### src/hw/rtl/sgt_pkg.sv
// Shared types and constants for the swipe gesture tracker.
// No dependencies; imported by every module of the block.
package sgt_pkg;

   localparam int COORD_WIDTH_DEF = 9;

   localparam int CSR_ADDR_WIDTH = 4;
   localparam int CSR_DATA_WIDTH = 32;

   // register indexes (byte address / 4)
   localparam logic [1:0] REG_START_THRESHOLD  = 2'd0;
   localparam logic [1:0] REG_COMMIT_THRESHOLD = 2'd1;
   localparam logic [1:0] REG_RELEASE_CONFIRM  = 2'd2;
   localparam logic [1:0] REG_SCREEN_WIDTH     = 2'd3;

   localparam logic [7:0] START_THRESHOLD_RST  = 8'd8;
   localparam logic [8:0] COMMIT_THRESHOLD_RST = 9'd80;
   localparam logic [3:0] RELEASE_CONFIRM_RST  = 4'd3;
   localparam logic [8:0] SCREEN_WIDTH_RST     = 9'd240;

   typedef enum logic [2:0] {
      ACT_NONE        = 3'd0,
      ACT_PRESS       = 3'd1,
      ACT_DRAG        = 3'd2,
      ACT_COMMIT_ANIM = 3'd3,
      ACT_CANCEL_ANIM = 3'd4,
      ACT_TAP         = 3'd5,
      ACT_ENTER_MENU  = 3'd6,
      ACT_CANCEL_DONE = 3'd7
   } action_type;

   typedef struct packed {
      logic [7:0] start_threshold;
      logic [8:0] commit_threshold;
      logic [3:0] release_confirm;
      logic [8:0] screen_width;
   } cfg_type;

endpackage

### src/hw/rtl/swipe_gesture_tracker.sv
// Channel   Direction  Handshake              Payload
// req       in         req_valid/req_ready    cmd, pressed, point_x, page_active
// rsp       out        rsp_valid/rsp_ready    action, preview_x, preview_visible
// csr       in         APB write, pready=1    start/commit threshold, confirm, width
//
// One sample per clock unless the result register is full and rsp_ready is low.
// A transfer on req lands in the input register; once the result register is empty
// or taken, it is decided against the gesture state and loads the result register.
// Both registers advance together when an item waits and the result register is empty
// or taken; req_ready drops only while both registers hold items and rsp_ready is low.
// Reset is synchronous. Depends on sgt_pkg, sgt_csr and sgt_core.
module swipe_gesture_tracker
   import sgt_pkg::*;
#(
   parameter int COORD_WIDTH = COORD_WIDTH_DEF
) (
   input  logic                      clock,
   input  logic                      reset,
   input  logic                      req_valid,
   output logic                      req_ready,
   input  logic                      req_cmd,
   input  logic                      req_pressed,
   input  logic [COORD_WIDTH-1:0]    req_point_x,
   input  logic                      req_page_active,
   output logic                      rsp_valid,
   input  logic                      rsp_ready,
   output logic [2:0]                rsp_action,
   output logic [COORD_WIDTH-1:0]    rsp_preview_x,
   output logic                      rsp_preview_visible,
   input  logic                      csr_psel,
   input  logic                      csr_penable,
   input  logic                      csr_pwrite,
   input  logic [CSR_ADDR_WIDTH-1:0] csr_paddr,
   input  logic [CSR_DATA_WIDTH-1:0] csr_pwdata,
   output logic [CSR_DATA_WIDTH-1:0] csr_prdata,
   output logic                      csr_pready
);

   cfg_type cfg;

   logic                   in_vld_ff;
   logic                   in_cmd_ff;
   logic                   in_pressed_ff;
   logic [COORD_WIDTH-1:0] in_point_x_ff;
   logic                   in_page_active_ff;

   logic                   rsp_vld_ff;
   action_type             rsp_action_ff;
   logic [COORD_WIDTH-1:0] rsp_preview_x_ff;
   logic                   rsp_visible_ff;

   action_type             core_action;
   logic [COORD_WIDTH-1:0] core_preview_x;
   logic                   core_visible;

   logic                   advance;
   logic                   req_xfer;

   assign advance   = in_vld_ff && (!rsp_vld_ff || rsp_ready);
   assign req_ready = !in_vld_ff || advance;
   assign req_xfer  = req_valid && req_ready;

   sgt_csr u_csr (
      .clock       (clock),
      .reset       (reset),
      .csr_psel    (csr_psel),
      .csr_penable (csr_penable),
      .csr_pwrite  (csr_pwrite),
      .csr_paddr   (csr_paddr),
      .csr_pwdata  (csr_pwdata),
      .csr_prdata  (csr_prdata),
      .csr_pready  (csr_pready),
      .cfg         (cfg)
   );

   sgt_core #(
      .COORD_WIDTH (COORD_WIDTH)
   ) u_core (
      .clock           (clock),
      .reset           (reset),
      .cfg             (cfg),
      .step            (advance),
      .cmd             (in_cmd_ff),
      .pressed         (in_pressed_ff),
      .point_x         (in_point_x_ff),
      .page_active     (in_page_active_ff),
      .action          (core_action),
      .preview_x       (core_preview_x),
      .preview_visible (core_visible)
   );

   always_ff @(posedge clock) begin
      if (reset) begin
         in_vld_ff <= 1'b0;
      end else if (req_ready) begin
         in_vld_ff <= req_valid;
      end
   end

   always_ff @(posedge clock) begin
      if (req_xfer) begin
         in_cmd_ff         <= req_cmd;
         in_pressed_ff     <= req_pressed;
         in_point_x_ff     <= req_point_x;
         in_page_active_ff <= req_page_active;
      end
   end

   always_ff @(posedge clock) begin
      if (reset) begin
         rsp_vld_ff <= 1'b0;
      end else if (advance) begin
         rsp_vld_ff <= 1'b1;
      end else if (rsp_ready) begin
         rsp_vld_ff <= 1'b0;
      end
   end

   always_ff @(posedge clock) begin
      if (advance) begin
         rsp_action_ff    <= core_action;
         rsp_preview_x_ff <= core_preview_x;
         rsp_visible_ff   <= core_visible;
      end
   end

   assign rsp_valid           = rsp_vld_ff;
   assign rsp_action          = rsp_action_ff;
   assign rsp_preview_x       = rsp_preview_x_ff;
   assign rsp_preview_visible = rsp_visible_ff;

`ifndef SYNTHESIS
   // a decided sample always shows up as a result on the next cycle
   a_advance_fills: assert property (@(posedge clock) disable iff (reset)
      advance |=> rsp_vld_ff)
      else $error("advance did not load the result register");

   // the preview layer is only shown while dragging or starting an animation
   a_visible_action: assert property (@(posedge clock) disable iff (reset)
      (rsp_vld_ff && rsp_visible_ff) |-> (rsp_action_ff == ACT_DRAG ||
         rsp_action_ff == ACT_COMMIT_ANIM || rsp_action_ff == ACT_CANCEL_ANIM))
      else $error("preview visible with non-drag action");

   // an idle result carries a zero preview position
   a_none_zero: assert property (@(posedge clock) disable iff (reset)
      (rsp_vld_ff && rsp_action_ff == ACT_NONE) |-> (rsp_preview_x_ff == '0 &&
         !rsp_visible_ff))
      else $error("none result with nonzero preview");
`endif

endmodule

### src/hw/rtl/sgt_csr.sv
// Configuration register file behind the APB-style port.
// Depends on sgt_pkg for register indexes, reset values and cfg_type.
module sgt_csr
   import sgt_pkg::*;
(
   input  logic                      clock,
   input  logic                      reset,
   input  logic                      csr_psel,
   input  logic                      csr_penable,
   input  logic                      csr_pwrite,
   input  logic [CSR_ADDR_WIDTH-1:0] csr_paddr,
   input  logic [CSR_DATA_WIDTH-1:0] csr_pwdata,
   output logic [CSR_DATA_WIDTH-1:0] csr_prdata,
   output logic                      csr_pready,
   output cfg_type                   cfg
);

   logic [7:0] start_threshold_ff;
   logic [8:0] commit_threshold_ff;
   logic [3:0] release_confirm_ff;
   logic [8:0] screen_width_ff;
   logic       wr_en;
   logic [1:0] reg_idx;

   assign wr_en      = csr_psel & csr_penable & csr_pwrite;
   assign reg_idx    = csr_paddr[3:2];
   assign csr_pready = 1'b1;

   always_ff @(posedge clock) begin
      if (reset) begin
         start_threshold_ff  <= START_THRESHOLD_RST;
         commit_threshold_ff <= COMMIT_THRESHOLD_RST;
         release_confirm_ff  <= RELEASE_CONFIRM_RST;
         screen_width_ff     <= SCREEN_WIDTH_RST;
      end else if (wr_en) begin
         case (reg_idx)
            REG_START_THRESHOLD:  start_threshold_ff  <= csr_pwdata[7:0];
            REG_COMMIT_THRESHOLD: commit_threshold_ff <= csr_pwdata[8:0];
            REG_RELEASE_CONFIRM:  release_confirm_ff  <= csr_pwdata[3:0];
            REG_SCREEN_WIDTH:     screen_width_ff     <= csr_pwdata[8:0];
            default: ;
         endcase
      end
   end

   always_comb begin
      case (reg_idx)
         REG_START_THRESHOLD:  csr_prdata = {24'd0, start_threshold_ff};
         REG_COMMIT_THRESHOLD: csr_prdata = {23'd0, commit_threshold_ff};
         REG_RELEASE_CONFIRM:  csr_prdata = {28'd0, release_confirm_ff};
         REG_SCREEN_WIDTH:     csr_prdata = {23'd0, screen_width_ff};
         default:              csr_prdata = '0;
      endcase
   end

   assign cfg.start_threshold  = start_threshold_ff;
   assign cfg.commit_threshold = commit_threshold_ff;
   assign cfg.release_confirm  = release_confirm_ff;
   assign cfg.screen_width     = screen_width_ff;

endmodule

### src/hw/rtl/sgt_core.sv
// Gesture state and the per-sample decision logic.
// Depends on sgt_pkg for action_type and cfg_type.
module sgt_core
   import sgt_pkg::*;
#(
   parameter int COORD_WIDTH = COORD_WIDTH_DEF
) (
   input  logic                   clock,
   input  logic                   reset,
   input  cfg_type                cfg,
   input  logic                   step,        // item moves into the result register
   input  logic                   cmd,
   input  logic                   pressed,
   input  logic [COORD_WIDTH-1:0] point_x,
   input  logic                   page_active,
   output action_type             action,
   output logic [COORD_WIDTH-1:0] preview_x,
   output logic                   preview_visible
);

   localparam int CMP_WIDTH = (COORD_WIDTH > 9) ? COORD_WIDTH : 9;

   logic [COORD_WIDTH-1:0] press_x_ff, press_x_in;
   logic [COORD_WIDTH-1:0] scaled_drag_ff, scaled_drag_in;
   logic [3:0]             confirm_cnt_ff, confirm_cnt_in;
   logic                   touch_down_ff, touch_down_in;
   logic                   drag_armed_ff, drag_armed_in;
   logic                   anim_running_ff, anim_running_in;
   logic                   anim_is_commit_ff, anim_is_commit_in;

   logic [COORD_WIDTH-1:0] sw;
   logic [COORD_WIDTH:0]   travel;
   logic                   travel_neg;
   logic [COORD_WIDTH-1:0] travel_mag;
   logic [COORD_WIDTH+1:0] triple;
   logic [COORD_WIDTH:0]   half;
   logic [COORD_WIDTH-1:0] drag_sat;
   logic                   arm_hit;
   logic                   commit_hit;

   assign sw         = COORD_WIDTH'(cfg.screen_width);
   assign travel     = {1'b0, press_x_ff} - {1'b0, point_x};
   assign travel_neg = travel[COORD_WIDTH];
   assign travel_mag = travel_neg ? '0 : travel[COORD_WIDTH-1:0];
   assign arm_hit    = !travel_neg && (travel_mag >= COORD_WIDTH'(cfg.start_threshold));
   // 3/2 scale: x*3 as shift-add, then drop the low bit
   assign triple     = {1'b0, travel_mag, 1'b0} + {2'b00, travel_mag};
   assign half       = triple[COORD_WIDTH+1:1];
   assign drag_sat   = (half > {1'b0, sw}) ? sw : half[COORD_WIDTH-1:0];
   assign commit_hit = CMP_WIDTH'(scaled_drag_ff) >= CMP_WIDTH'(cfg.commit_threshold);

   always_comb begin
      press_x_in        = press_x_ff;
      scaled_drag_in    = scaled_drag_ff;
      confirm_cnt_in    = confirm_cnt_ff;
      touch_down_in     = touch_down_ff;
      drag_armed_in     = drag_armed_ff;
      anim_running_in   = anim_running_ff;
      anim_is_commit_in = anim_is_commit_ff;
      action            = ACT_NONE;
      preview_x         = '0;
      preview_visible   = 1'b0;

      if (cmd) begin
         if (anim_running_ff) begin
            action            = anim_is_commit_ff ? ACT_ENTER_MENU : ACT_CANCEL_DONE;
            preview_x         = sw;
            scaled_drag_in    = '0;
            confirm_cnt_in    = '0;
            touch_down_in     = 1'b0;
            drag_armed_in     = 1'b0;
            anim_running_in   = 1'b0;
            anim_is_commit_in = 1'b0;
         end
      end else if (!page_active || anim_running_ff) begin
         // gated sample: no change
      end else if (pressed && !touch_down_ff) begin
         press_x_in     = point_x;
         scaled_drag_in = '0;
         drag_armed_in  = 1'b0;
         touch_down_in  = 1'b1;
         confirm_cnt_in = '0;
         action         = ACT_PRESS;
         preview_x      = sw;
      end else if (pressed) begin
         confirm_cnt_in = '0;
         if (arm_hit || drag_armed_ff) begin
            drag_armed_in   = 1'b1;
            scaled_drag_in  = drag_sat;
            action          = ACT_DRAG;
            preview_x       = sw - drag_sat;
            preview_visible = 1'b1;
         end
      end else if (touch_down_ff) begin
         if (confirm_cnt_ff < cfg.release_confirm) begin
            confirm_cnt_in = confirm_cnt_ff + 4'd1;
         end else begin
            touch_down_in  = 1'b0;
            confirm_cnt_in = '0;
            if (drag_armed_ff) begin
               anim_running_in   = 1'b1;
               anim_is_commit_in = commit_hit;
               preview_visible   = 1'b1;
               if (commit_hit) begin
                  action    = ACT_COMMIT_ANIM;
                  preview_x = '0;
               end else begin
                  action    = ACT_CANCEL_ANIM;
                  preview_x = sw;
               end
            end else begin
               action    = ACT_TAP;
               preview_x = sw;
            end
         end
      end
   end

   always_ff @(posedge clock) begin
      if (reset) begin
         press_x_ff        <= '0;
         scaled_drag_ff    <= '0;
         confirm_cnt_ff    <= '0;
         touch_down_ff     <= 1'b0;
         drag_armed_ff     <= 1'b0;
         anim_running_ff   <= 1'b0;
         anim_is_commit_ff <= 1'b0;
      end else if (step) begin
         press_x_ff        <= press_x_in;
         scaled_drag_ff    <= scaled_drag_in;
         confirm_cnt_ff    <= confirm_cnt_in;
         touch_down_ff     <= touch_down_in;
         drag_armed_ff     <= drag_armed_in;
         anim_running_ff   <= anim_running_in;
         anim_is_commit_ff <= anim_is_commit_in;
      end
   end

endmodule
### config.mk
export PLATFORM = sky130hd
export DESIGN_NAME = swipe_gesture_tracker
export DESIGN_NICKNAME = d
export VERILOG_FILES = /design/src/hw/rtl/sgt_pkg.sv /design/src/hw/rtl/swipe_gesture_tracker.sv /design/src/hw/rtl/sgt_csr.sv /design/src/hw/rtl/sgt_core.sv
export SDC_FILE = /design/constraint.sdc
export NUM_CORES = 1
export LEC_CHECK = 0
export BUFFER_PORTS_ARGS = -buffer_cell sky130_fd_sc_hd__buf_2
export CAP_MARGIN = 20
export CORE_UTILIZATION = 51
export CTS_CLUSTER_SIZE = 40
export DETAILED_ROUTE_END_ITERATION = 10
export PLACE_DENSITY = 0.76
export SLEW_MARGIN = 10
export SYNTH_ARGS = -nofsm -noshare
export SYNTH_HDL_FRONTEND = slang
export SYNTH_SLANG_ARGS = --single-unit
### constraint.sdc
create_clock -name clock -period 7.85 [get_ports clock]
set_clock_uncertainty 0.05 [all_clocks]
set_input_delay 0.785 -clock clock [delete_from_list [all_inputs] [get_ports clock]]
set_output_delay 0.785 -clock clock [all_outputs]
set_load 0.03 [all_outputs]
# After elaboration in Yosys (flattened, before gate mapping)
# Cells that the tools add are included.
# Widths: inputs -> output; s select.
# totals
reg_bits	83
latchBits	0
ram_bits	0
mem_bits_ro	0
inputBits	55
wordCells	142
n_memories	0
# classes
n_addsub	4
multipliers	0
div_mod_pow	0
order_cmp	4
eq_ne	9
n_shift	0
muxes	70
bitwise	4
n_reduce_logical	31
# op_table
cell	count
$mux 9	18
$pmux 32 s4	1
$mux 1	34
$mux 4	7
$mux 3	9
$reduce_and 4->1	3
$add 10x9->11	1
$gt 10x9->1	1
$sub 9x9->10	1
$ge 9x8->1	1
$ge 9x9->1	1
$sub 9x9->9	1
$ne 2x2->1 const B	4
$reduce_and 2->1	4
$reduce_and 8->1	1
$reduce_and 7->1	1
$reduce_bool 2->1	3
$reduce_bool 3->1	2
$logic_not 1->1	5
$reduce_and 5->1	1
$add 4x1->4 const B	1
$eq 2x2->1 const B	2
$logic_and 1x1->1	4
$logic_or 1x1->1	4
other kinds (10)	12

# Longest topological paths before layout
# Gate-level depths: netlist (run 1).
# depth
word_depth	11
ltp_mapped	40
mapped_depth_nobuf	37

# Hierarchy
# Synthesis (run 1) repeated with hierarchy kept, for this count alone.
# unflattened
cells_unflattened	645
hier_area_um2	5906.9
# by_module_without_submodules
mod	instances	cells_per_inst	area_each_um2	seq_area_each_um2
sgt_core	1	433	3377.0	520.5
sgt_csr	1	177	1675.4	600.6
swipe_gesture_tracker	1	35	854.6	790.8

# Worst setup path before layout (run 1)
# OpenSTA, ideal clock, no wires.
# synth_path
kind	register to register
start	reg in_point_x_ff[4]
end	reg rsp_preview_x_ff[8], in the netlist rsp_preview_x[8] (data pin)
arrival_ns	7.227
required_time_ns	7.541
path_slack_ns	0.314
path_stages_with_launch	39
path_buffers	3
synth_period_minus_slack_ns	7.536
cell_sequence	edfxtp_1 > inv_1 > ha_1 > buf_4 > o211ai_2 > a21oi_2 > o21ai_1 > o21ai_0 > buf_2 > nand2_1 > inv_1 > ha_1 > a21o_1 > a21oi_1 > o21bai_1 > a211oi_1 > o221ai_1 > nand2_1 > (+3 left out) > a211oi_1 > or3b_2 > a32oi_2 > buf_2 > nor2_1 > a21oi_1 > inv_1 > ha_1 > fa_1 > nor2b_1 > o21ai_0 > a21boi_0 > o21ai_0 > a211oi_1 > nor2_1 > a32o_1 > o21a_1 > a211o_1
# synth_between
elab_chain_cells	11
elab_cells_between_ends	15
classes_between	add/sub (3); order compare (2); mux (7); reduce/logical (3)
# synth_rtl
item	line_no	text
from (decl)	swipe_gesture_tracker.sv:44	logic [COORD_WIDTH-1:0] in_point_x_ff;
from (signal assigned)	swipe_gesture_tracker.sv:104	in_point_x_ff <= req_point_x;
$sub 9x9->10 *	sgt_core.sv:42	assign travel = {1'b0, press_x_ff} - {1'b0, point_x};
$mux 9	sgt_core.sv:44	assign travel_mag = travel_neg ? '0 : travel[COORD_WIDTH-1:0];
$add 10x9->11	sgt_core.sv:47	assign triple = {1'b0, travel_mag, 1'b0} + {2'b00, travel_mag};
$gt 10x9->1	sgt_core.sv:49	assign drag_sat = (half > {1'b0, sw}) ? sw : half[COORD_WIDTH-1:0];
$mux 9	sgt_core.sv:49	
$sub 9x9->9	sgt_core.sv:91	preview_x = sw - drag_sat;
$mux 9 *	sgt_core.sv:87	if (arm_hit || drag_armed_ff) begin
$mux 9 *	sgt_core.sv:85	end else if (pressed) begin
$mux 9 *	sgt_core.sv:77	end else if (pressed && !touch_down_ff) begin
$mux 9 *	sgt_core.sv:75	end else if (!page_active || anim_running_ff) begin
$mux 9 *	sgt_core.sv:64	if (cmd) begin
named net core_preview_x[8]	swipe_gesture_tracker.sv:53	logic [COORD_WIDTH-1:0] core_preview_x;
to (signal assigned)	swipe_gesture_tracker.sv:122	rsp_preview_x_ff <= core_preview_x;
to (decl)	swipe_gesture_tracker.sv:49	logic [COORD_WIDTH-1:0] rsp_preview_x_ff;
# The timed path passes the listed nets; every way through them passes the cells marked *.
# A chain may end at the register's enable or synchronous reset.

# Worst setup path in the final report (run 1)
# layout_path
start	reg in_point_x_ff[5]
end	reg rsp_preview_x_ff[8], in the netlist rsp_preview_x[8] (data pin)
# The elaborated chain is that of the path after synthesis.

==> flow_metrics.env, run 1 <==
export IMPL_root_buffer="clkbuf_8"
export IMPL_seq_area_frac_synth_pct=33.6
export IMPL_slew_viol_final=0
export IMPL_htree_num_levels=3
export IMPL_num_io_pins=103
export IMPL_synth_edf_count=25
export IMPL_ir_worst_vdd_v=0.000104
export IMPL_clk_pin_slew_ns=0.10
export IMPL_r2r_start="in_point_x_ff[5]"
export IMPL_worstPathMaxFanout=6
export IMPL_critPathLaunchType="flip-flop"
export IMPL_synth_fa_ha_area_share_pct=12.7
export IMPL_pre_cts_ws_ns=0.0960
export IMPL_drive_gt1_share_pct=15.5
export IMPL_yosys_area_top_type="dfxtp_1"
export IMPL_die_area_um2=11600
export IMPL_synth_area_top_cells="dfxtp_1 20%, edfxtp_1 13%, ha_1 12%"
export IMPL_syn_area_per_cell_um2=8.69
export IMPL_syn_area_um2=5700
export IMPL_ant_nets=0
export IMPL_synth_mux_area_share_pct=3.69
export IMPL_netlist_instances=656
export IMPL_startpoint="in_point_x_ff[5]"
export IMPL_dr_total_vias=4846
export IMPL_grt_max_degree=43
export IMPL_firstDrtPassIters=5
export IMPL_maxSlewHeadroom_pct=28.0
export IMPL_setup_viol=0
export IMPL_coreArea_um2=10800
export IMPL_cellLeakagePower_nw=2.77
export IMPL_synth_simple_area_share_pct=15.9
export IMPL_cap_violations=0
export IMPL_synth_seq_cells=83
export IMPL_grt_pass1_wl_mm=21.2
export IMPL_fillers=954
export IMPL_worstPathArrival_ns=7.51
export IMPL_place_congestion=0.900
export IMPL_critPathMaxStageDelay_ns=0.49
export IMPL_synth_top_family_by_area="compound AO/OA/AOI/OAI gates"
export IMPL_dp_cells=833
export IMPL_clk_latency_ns=0.37
export IMPL_start_util_pct=52.6
export IMPL_synthArstFlopShare_pct=0
export IMPL_syn2layout_area_growth_pct=10.5
export IMPL_cts_sinks=83
export IMPL_fmax_ghz=0.135
export IMPL_drt_wl_total_mm=13.1
export IMPL_layout_commonest_cell="nor2_1"
export IMPL_r2r_cells=37
export IMPL_viasPerCell=5.70
export IMPL_numPortBuffers=53
export IMPL_finalCritPeriodShare_pct=94.5
export IMPL_antenna_found_initial=0
export IMPL_grt_ovfl_total=0
export IMPL_drc_errors=0
export IMPL_cts_tree="built"
export IMPL_chipWidth_um=108
export IMPL_die_h_um=108
export IMPL_layout_common_cells="74 x nor2_1, 58 x inv_1, 58 x dfxtp_1, 53 x buf_2"
export IMPL_rows=38
export IMPL_path_depth=37
export IMPL_cts_hold_buffers=0
export IMPL_ys_warn_count=0
export IMPL_cts_made_buffers=9
export IMPL_fin_setup_tns_ns=0
export IMPL_layout_setup_ws_ns=0.432
export IMPL_drt_iter0_markers=259
export IMPL_timing_rr_end="rsp_preview_x[8]"
export IMPL_worst_slew_pin_transition_ns=1.08
export IMPL_critPathCapture="rsp_preview_x[8]"
export IMPL_cp_top_family="compound AO/OA/AOI/OAI gates"
export IMPL_synth_xor_area_share_pct=2.90
export IMPL_multi_input_area_um2=3430
export IMPL_wire_per_inst_um=15.4
export IMPL_track_usage_pct=23.5
export IMPL_finalNetCount=816
export IMPL_yosys_cell_types_count=75
export IMPL_seq_area_um2=1910
export IMPL_period_needed_ns=7.42
export IMPL_clk_path_buf_depth=2
export IMPL_diodes=0
export IMPL_status="finished clean"
export IMPL_synth_flop_cell="dfxtp_1"
export IMPL_slowest_stage="or3b_2"
export IMPL_hpwlAfterDp_mm=10.1
export IMPL_worstSetupPathType="flip-flop to flip-flop"
export IMPL_hp_class="flip-flop to flip-flop"
export IMPL_crit_buf_inv=5
export IMPL_r2r_slack_ns=0.43
export IMPL_totalPowerFinal_uw=945
export IMPL_power_density_nw_per_um2=150
export IMPL_final_cells=850
export IMPL_cp_data_required_time_ns=7.94
export IMPL_synth_compound_area_share_pct=22.2
export IMPL_hold_viol_final=0
export IMPL_worstSetupEndpointType="flip-flop"
export IMPL_yosys_area_top_type_share_pct=20.4
export IMPL_grt_pass1_vias=4471
==> routing by layer <==
metal / GRT usage, % / wire length, µm
met1: 29.7 / 5620
met2: 39.1 / 6310
met3: 5.57 / 951
met4: 7.93 / 225
met5: 0 / 0
==> worst min path at each step <==
stage | from | to | slack, ns | cells past startpoint
floorplan | u_core.scaled_drag_ff[0] | u_core.scaled_drag_ff[0] | 0.38 | 1
global placement | u_core.scaled_drag_ff[6] | u_core.scaled_drag_ff[6] | 0.40 | 1
detailed placement | u_core.scaled_drag_ff[6] | u_core.scaled_drag_ff[6] | 0.41 | 1
CTS | u_core.anim_is_commit_ff | u_core.anim_is_commit_ff | 0.43 | 2
global route | u_core.scaled_drag_ff[3] | u_core.scaled_drag_ff[3] | 0.44 | 1
finish | u_core.anim_is_commit_ff | u_core.anim_is_commit_ff | 0.43 | 2
==> what timing repair did <==
| item | CTS | global route |
|---|---|---|
| setup endpoints to repair | 0 | 1 |
| gates resized for setup | 0 | 17 |
| hold endpoints to repair | 0 | 0 |
| buffers inserted | 0 | 1 |
==> synthesized netlist by cell type (6+ instances only) <==
cell type / instances
buf_4: 27
ha_1: 53
o21a_1: 7
dfxtp_1: 58
nor2b_1: 10
nand2_1: 52
a21o_1: 12
nand2b_1: 13
a22o_1: 12
clkbuf_1: 14
a211oi_1: 6
nand3_1: 18
mux2i_1: 12
a21oi_1: 55
edfxtp_1: 25
o2bb2ai_1: 9
inv_1: 58
nor2_1: 76
o211ai_1: 6
o21ai_0: 22
xnor2_1: 13
==> cell type report <==
cell class	instances	share of cell area, %
Clock buffer	13	3.20
Multi-Input combinational cell	490	54.4
Sequential cell	83	30.4
Clock inverter	3	0.358
Timing Repair Buffer	63	5.41
Tap cell	140	2.78
Inverter	58	3.46
==> metrics by stage <==
stage	instance area [µm²]	utilization (%)	hold slack [ns]
2_1_floorplan	5780	-	0.382
3_5_place_dp	6000	55.3	0.406
6_report	6290	58.1	0.430
3_3_place_gp	6000	55.3	0.400
5_1_grt	6290	58.1	0.443
4_1_cts	6220	57.4	0.426
==> state kept, by name (all words and copies together), names as in the netlist <==
register,flops
u_core.scaled_drag_ff,9
in_vld_ff,1
u_core.anim_is_commit_ff,1
rsp_preview_x,9
u_core.drag_armed_ff,1
in_point_x_ff,9
u_core.press_x_ff,9
in_cmd_ff,1
u_csr.commit_threshold_ff,9
u_core.touch_down_ff,1
rsp_preview_visible,1
u_csr.start_threshold_ff,8
u_core.anim_running_ff,1
rsp_action,3
u_csr.screen_width_ff,9
in_pressed_ff,1
u_csr.release_confirm_ff,4
rsp_valid,1
u_core.confirm_cnt_ff,4
in_page_active_ff,1
==> power breakdown <==
part	internal (mW)	switching (mW)	total, mW
clock	0.173	0.170	0.343
combinational	0.0470	0.0952	0.142
sequential	0.453	0.00725	0.460
==> worst reg2reg max path, delay by kind of cell, from the launching register on <==
family,cells,cell delay (ns)
AOI/OAI and AO/OA,17,3.33
adders and majority gates,6,1.51
and+or+nand+nor,9,1.50
buffers and inverters,5,0.45
DFF,1,0.37
==> kinds of logic after synthesis <==
logic type,count (synthesis)
AOI/OAI and AO/OA,178
DFF,83
muxes,16
other,2
xor gates and xnor gates,18
adders and majority gates,56
buffers and inverters,105
and+or+nand+nor,198
No activity file was read; power rests on OpenSTA's default activity.
==> run 2, diff against run 1 <==
CORE_UTILIZATION = 61   (was 51)
PLACE_DENSITY = 0.85   (was 0.76)
SKIP_LAST_GASP = 1   (was unset)
clock period = 8.8 ns   (was 7.85 ns; I/O delays follow)
==> run 2 against run 1 <==
  * Non-clock buffer count down 8
  * Register-to-register slack improved by 0.09 ns
  * Clock-buffer cell count decreased by 1
  * Total power fell by 11%
  * Via count rose by 0.76%
  * Clock power down 10%
  * Cell area fell by 2.6%
  * Sequential share of layout area up 0.82 points
  * First-iteration DRC count grew 4.2%
  * Wire length down 1.2%
  * Setup slack better by 0.093 ns
  * Largest power group unchanged
==> flow_metrics.env, run 2 (synthesized netlist as in run 1, its figures left out) <==
export IMPL_fin_setup_tns_ns=0
export IMPL_coreArea_um2=8890
export IMPL_wire_per_inst_um=16.0
export IMPL_power_density_nw_per_um2=137
export IMPL_finalNetCount=808
export IMPL_final_cells=810
export IMPL_grt_max_degree=43
export IMPL_grt_ovfl_total=0
export IMPL_grt_pass1_vias=4719
export IMPL_wl_met1_mm=5.67
export IMPL_timing_rr_end="rsp_preview_x[8]"
export IMPL_cellInternalPower_uw=602
export IMPL_antenna_found_initial=0
export IMPL_post_cts_buffers=0
export IMPL_cts_hold_buffers=0
export IMPL_seq_power_share_pct=48.7
export IMPL_cts_tree="built"
export IMPL_grt_setup_unrepaired="no"
export IMPL_num_io_pins=103
export IMPL_cap_violations=0
export IMPL_die_area_um2=9730
export IMPL_met2WireLength_mm=6.11
export IMPL_route_met3_wl_um=792
export IMPL_worstSetupPathType="flip-flop to flip-flop"
export IMPL_cts_made_buffers=9
export IMPL_clk_path_buf_depth=2
export IMPL_ctsResizeCount=0
export IMPL_r2r_start="in_point_x_ff[4]"
export IMPL_diodes=0
export IMPL_cts_sinks=83
export IMPL_worstSetupEndpointType="flip-flop"
export IMPL_worst_slew_pin_transition_ns=1.10
export IMPL_drt_wl_total_mm=12.9
export IMPL_switching_share_pct=28.5
export IMPL_critPathLaunchType="flip-flop"
export IMPL_top_layer="met4"
export IMPL_dp_cells=794
export IMPL_die_h_um=98.7
export IMPL_start_util_pct=64.1
export IMPL_clk_latency_ns=0.36
export IMPL_fmax_ghz=0.121
export IMPL_slowest_stage="or3b_2"
export IMPL_cp_data_required_time_ns=8.86
export IMPL_rows=34
export IMPL_holdPathStages=2
export IMPL_hp_class="flip-flop to flip-flop"
export IMPL_status="finished clean"
export IMPL_finalCritPeriodShare_pct=94.0
export IMPL_firstDrtPassIters=5
export IMPL_numPortBuffers=53
export IMPL_dr_total_vias=4883
export IMPL_ant_nets=0
export IMPL_r2r_slack_ns=0.52
export IMPL_drc_errors=0
export IMPL_totalPowerFinal_uw=842
export IMPL_worstPathArrival_ns=8.34
export IMPL_hold_viol_final=0
export IMPL_chipWidth_um=98.7
export IMPL_syn2layout_area_growth_pct=7.58
export IMPL_slew_viol_final=0
export IMPL_layout_common_cells="76 x nor2_1, 58 x inv_1, 58 x dfxtp_1, 55 x a21oi_1"
export IMPL_clk_pin_slew_ns=0.09
export IMPL_ir_worst_vdd_v=0.000102
export IMPL_viasPerCell=6.03
export IMPL_power_frac_comb_pct=14.6
export IMPL_critPathCapture="rsp_preview_x[8]"
export IMPL_period_needed_ns=8.28
export IMPL_cellLeakagePower_nw=2.71
export IMPL_design_area_um2=6130
export IMPL_setup_viol=0
export IMPL_r2r_cells=36
export IMPL_power_frac_clock_pct=36.6
export IMPL_hpwlAfterDp_mm=9.79
export IMPL_grt_pass1_wl_mm=21.7
export IMPL_track_usage_pct=27.6
export IMPL_root_buffer="clkbuf_8"
export IMPL_drt_iter0_markers=270
export IMPL_layout_setup_ws_ns=0.524
export IMPL_place_congestion=0.925
export IMPL_critPathMaxStageDelay_ns=0.51
export IMPL_layout_commonest_cell="nor2_1"
export IMPL_postPlaceCellArea_um2=5910
export IMPL_p_sw_uw=240
export IMPL_drive_gt1_share_pct=12.4
export IMPL_startpoint="in_point_x_ff[4]"
export IMPL_maxSlewHeadroom_pct=26.5
export IMPL_htree_num_levels=3
export IMPL_worstPathMaxFanout=6
export IMPL_pre_cts_ws_ns=0.780
-- run 2: cell count changes in the layout (fill, tap and decap cells not counted), sizes merged --
| cell | change |
|---|---|
| buf | -8 |
| bufinv | +1 |
| clkbuf | -1 |
| clkinv | +1 |
| inv | -1 |
-- run 2: critical path: cells and delay by family (launching register included) --
| family | cells | cell delay, ns |
|---|---|---|
| and+or+nand+nor | 10 | 2.07 |
| buffers and inverters | 3 | 0.17 |
| adders and majority gates | 6 | 1.90 |
| AOI/OAI and AO/OA | 17 | 3.49 |
| DFF | 1 | 0.34 |
-- run 2: through the flow --
| stage | util, % | hold WS [ns] |
|---|---|---|
| after CTS | 68.9 | 0.425 |
| after global placement | 66.4 | 0.405 |
| after detailed placement | 66.4 | 0.407 |
| after floorplan | - | 0.382 |
| after global routing | 68.9 | 0.442 |
| final | 68.9 | 0.429 |
-- run 2: layout make-up --
| class | instances | area [µm²] |
|---|---|---|
| repair buffers | 55 | 280 |
| inverters | 58 | 218 |
| flip-flops and latches | 83 | 1910 |
| clock inverters | 4 | 56.3 |
| clock buffers | 12 | 166 |
| well taps | 108 | 135 |
| multi-input cells | 490 | 3360 |
| fillers | 663 | 2760 |
-- run 2: worst min-delay path by stage --
stage / start / to / slack (ns)
final: u_core.anim_is_commit_ff / u_core.anim_is_commit_ff / 0.43
after global routing: u_core.scaled_drag_ff[8] / u_core.scaled_drag_ff[8] / 0.44
after CTS: u_core.anim_is_commit_ff / u_core.anim_is_commit_ff / 0.43
after detailed placement: u_core.scaled_drag_ff[8] / u_core.scaled_drag_ff[8] / 0.41
after global placement: u_core.scaled_drag_ff[2] / u_core.scaled_drag_ff[2] / 0.40
after floorplan: u_core.scaled_drag_ff[0] / u_core.scaled_drag_ff[0] / 0.38
-- run 2: layer usage --
metal  vias up  track usage, %
li1       2362               -
met1      2288            35.6
met2       199            46.6
met3        34            4.61
met4         0            10.3
met5         -               0
-- run 2: power by group through the flow --
stage | clock network (mW) | logic [mW] | registers (mW)
2_1_floorplan | 0 | 0.0961 | 0.423
3_5_place_dp | 0 | 0.121 | 0.419
4_1_cts | 0.311 | 0.122 | 0.410
5_1_grt | 0.323 | 0.134 | 0.411
6_report | 0.308 | 0.123 | 0.410
3_3_place_gp | 0 | 0.117 | 0.418
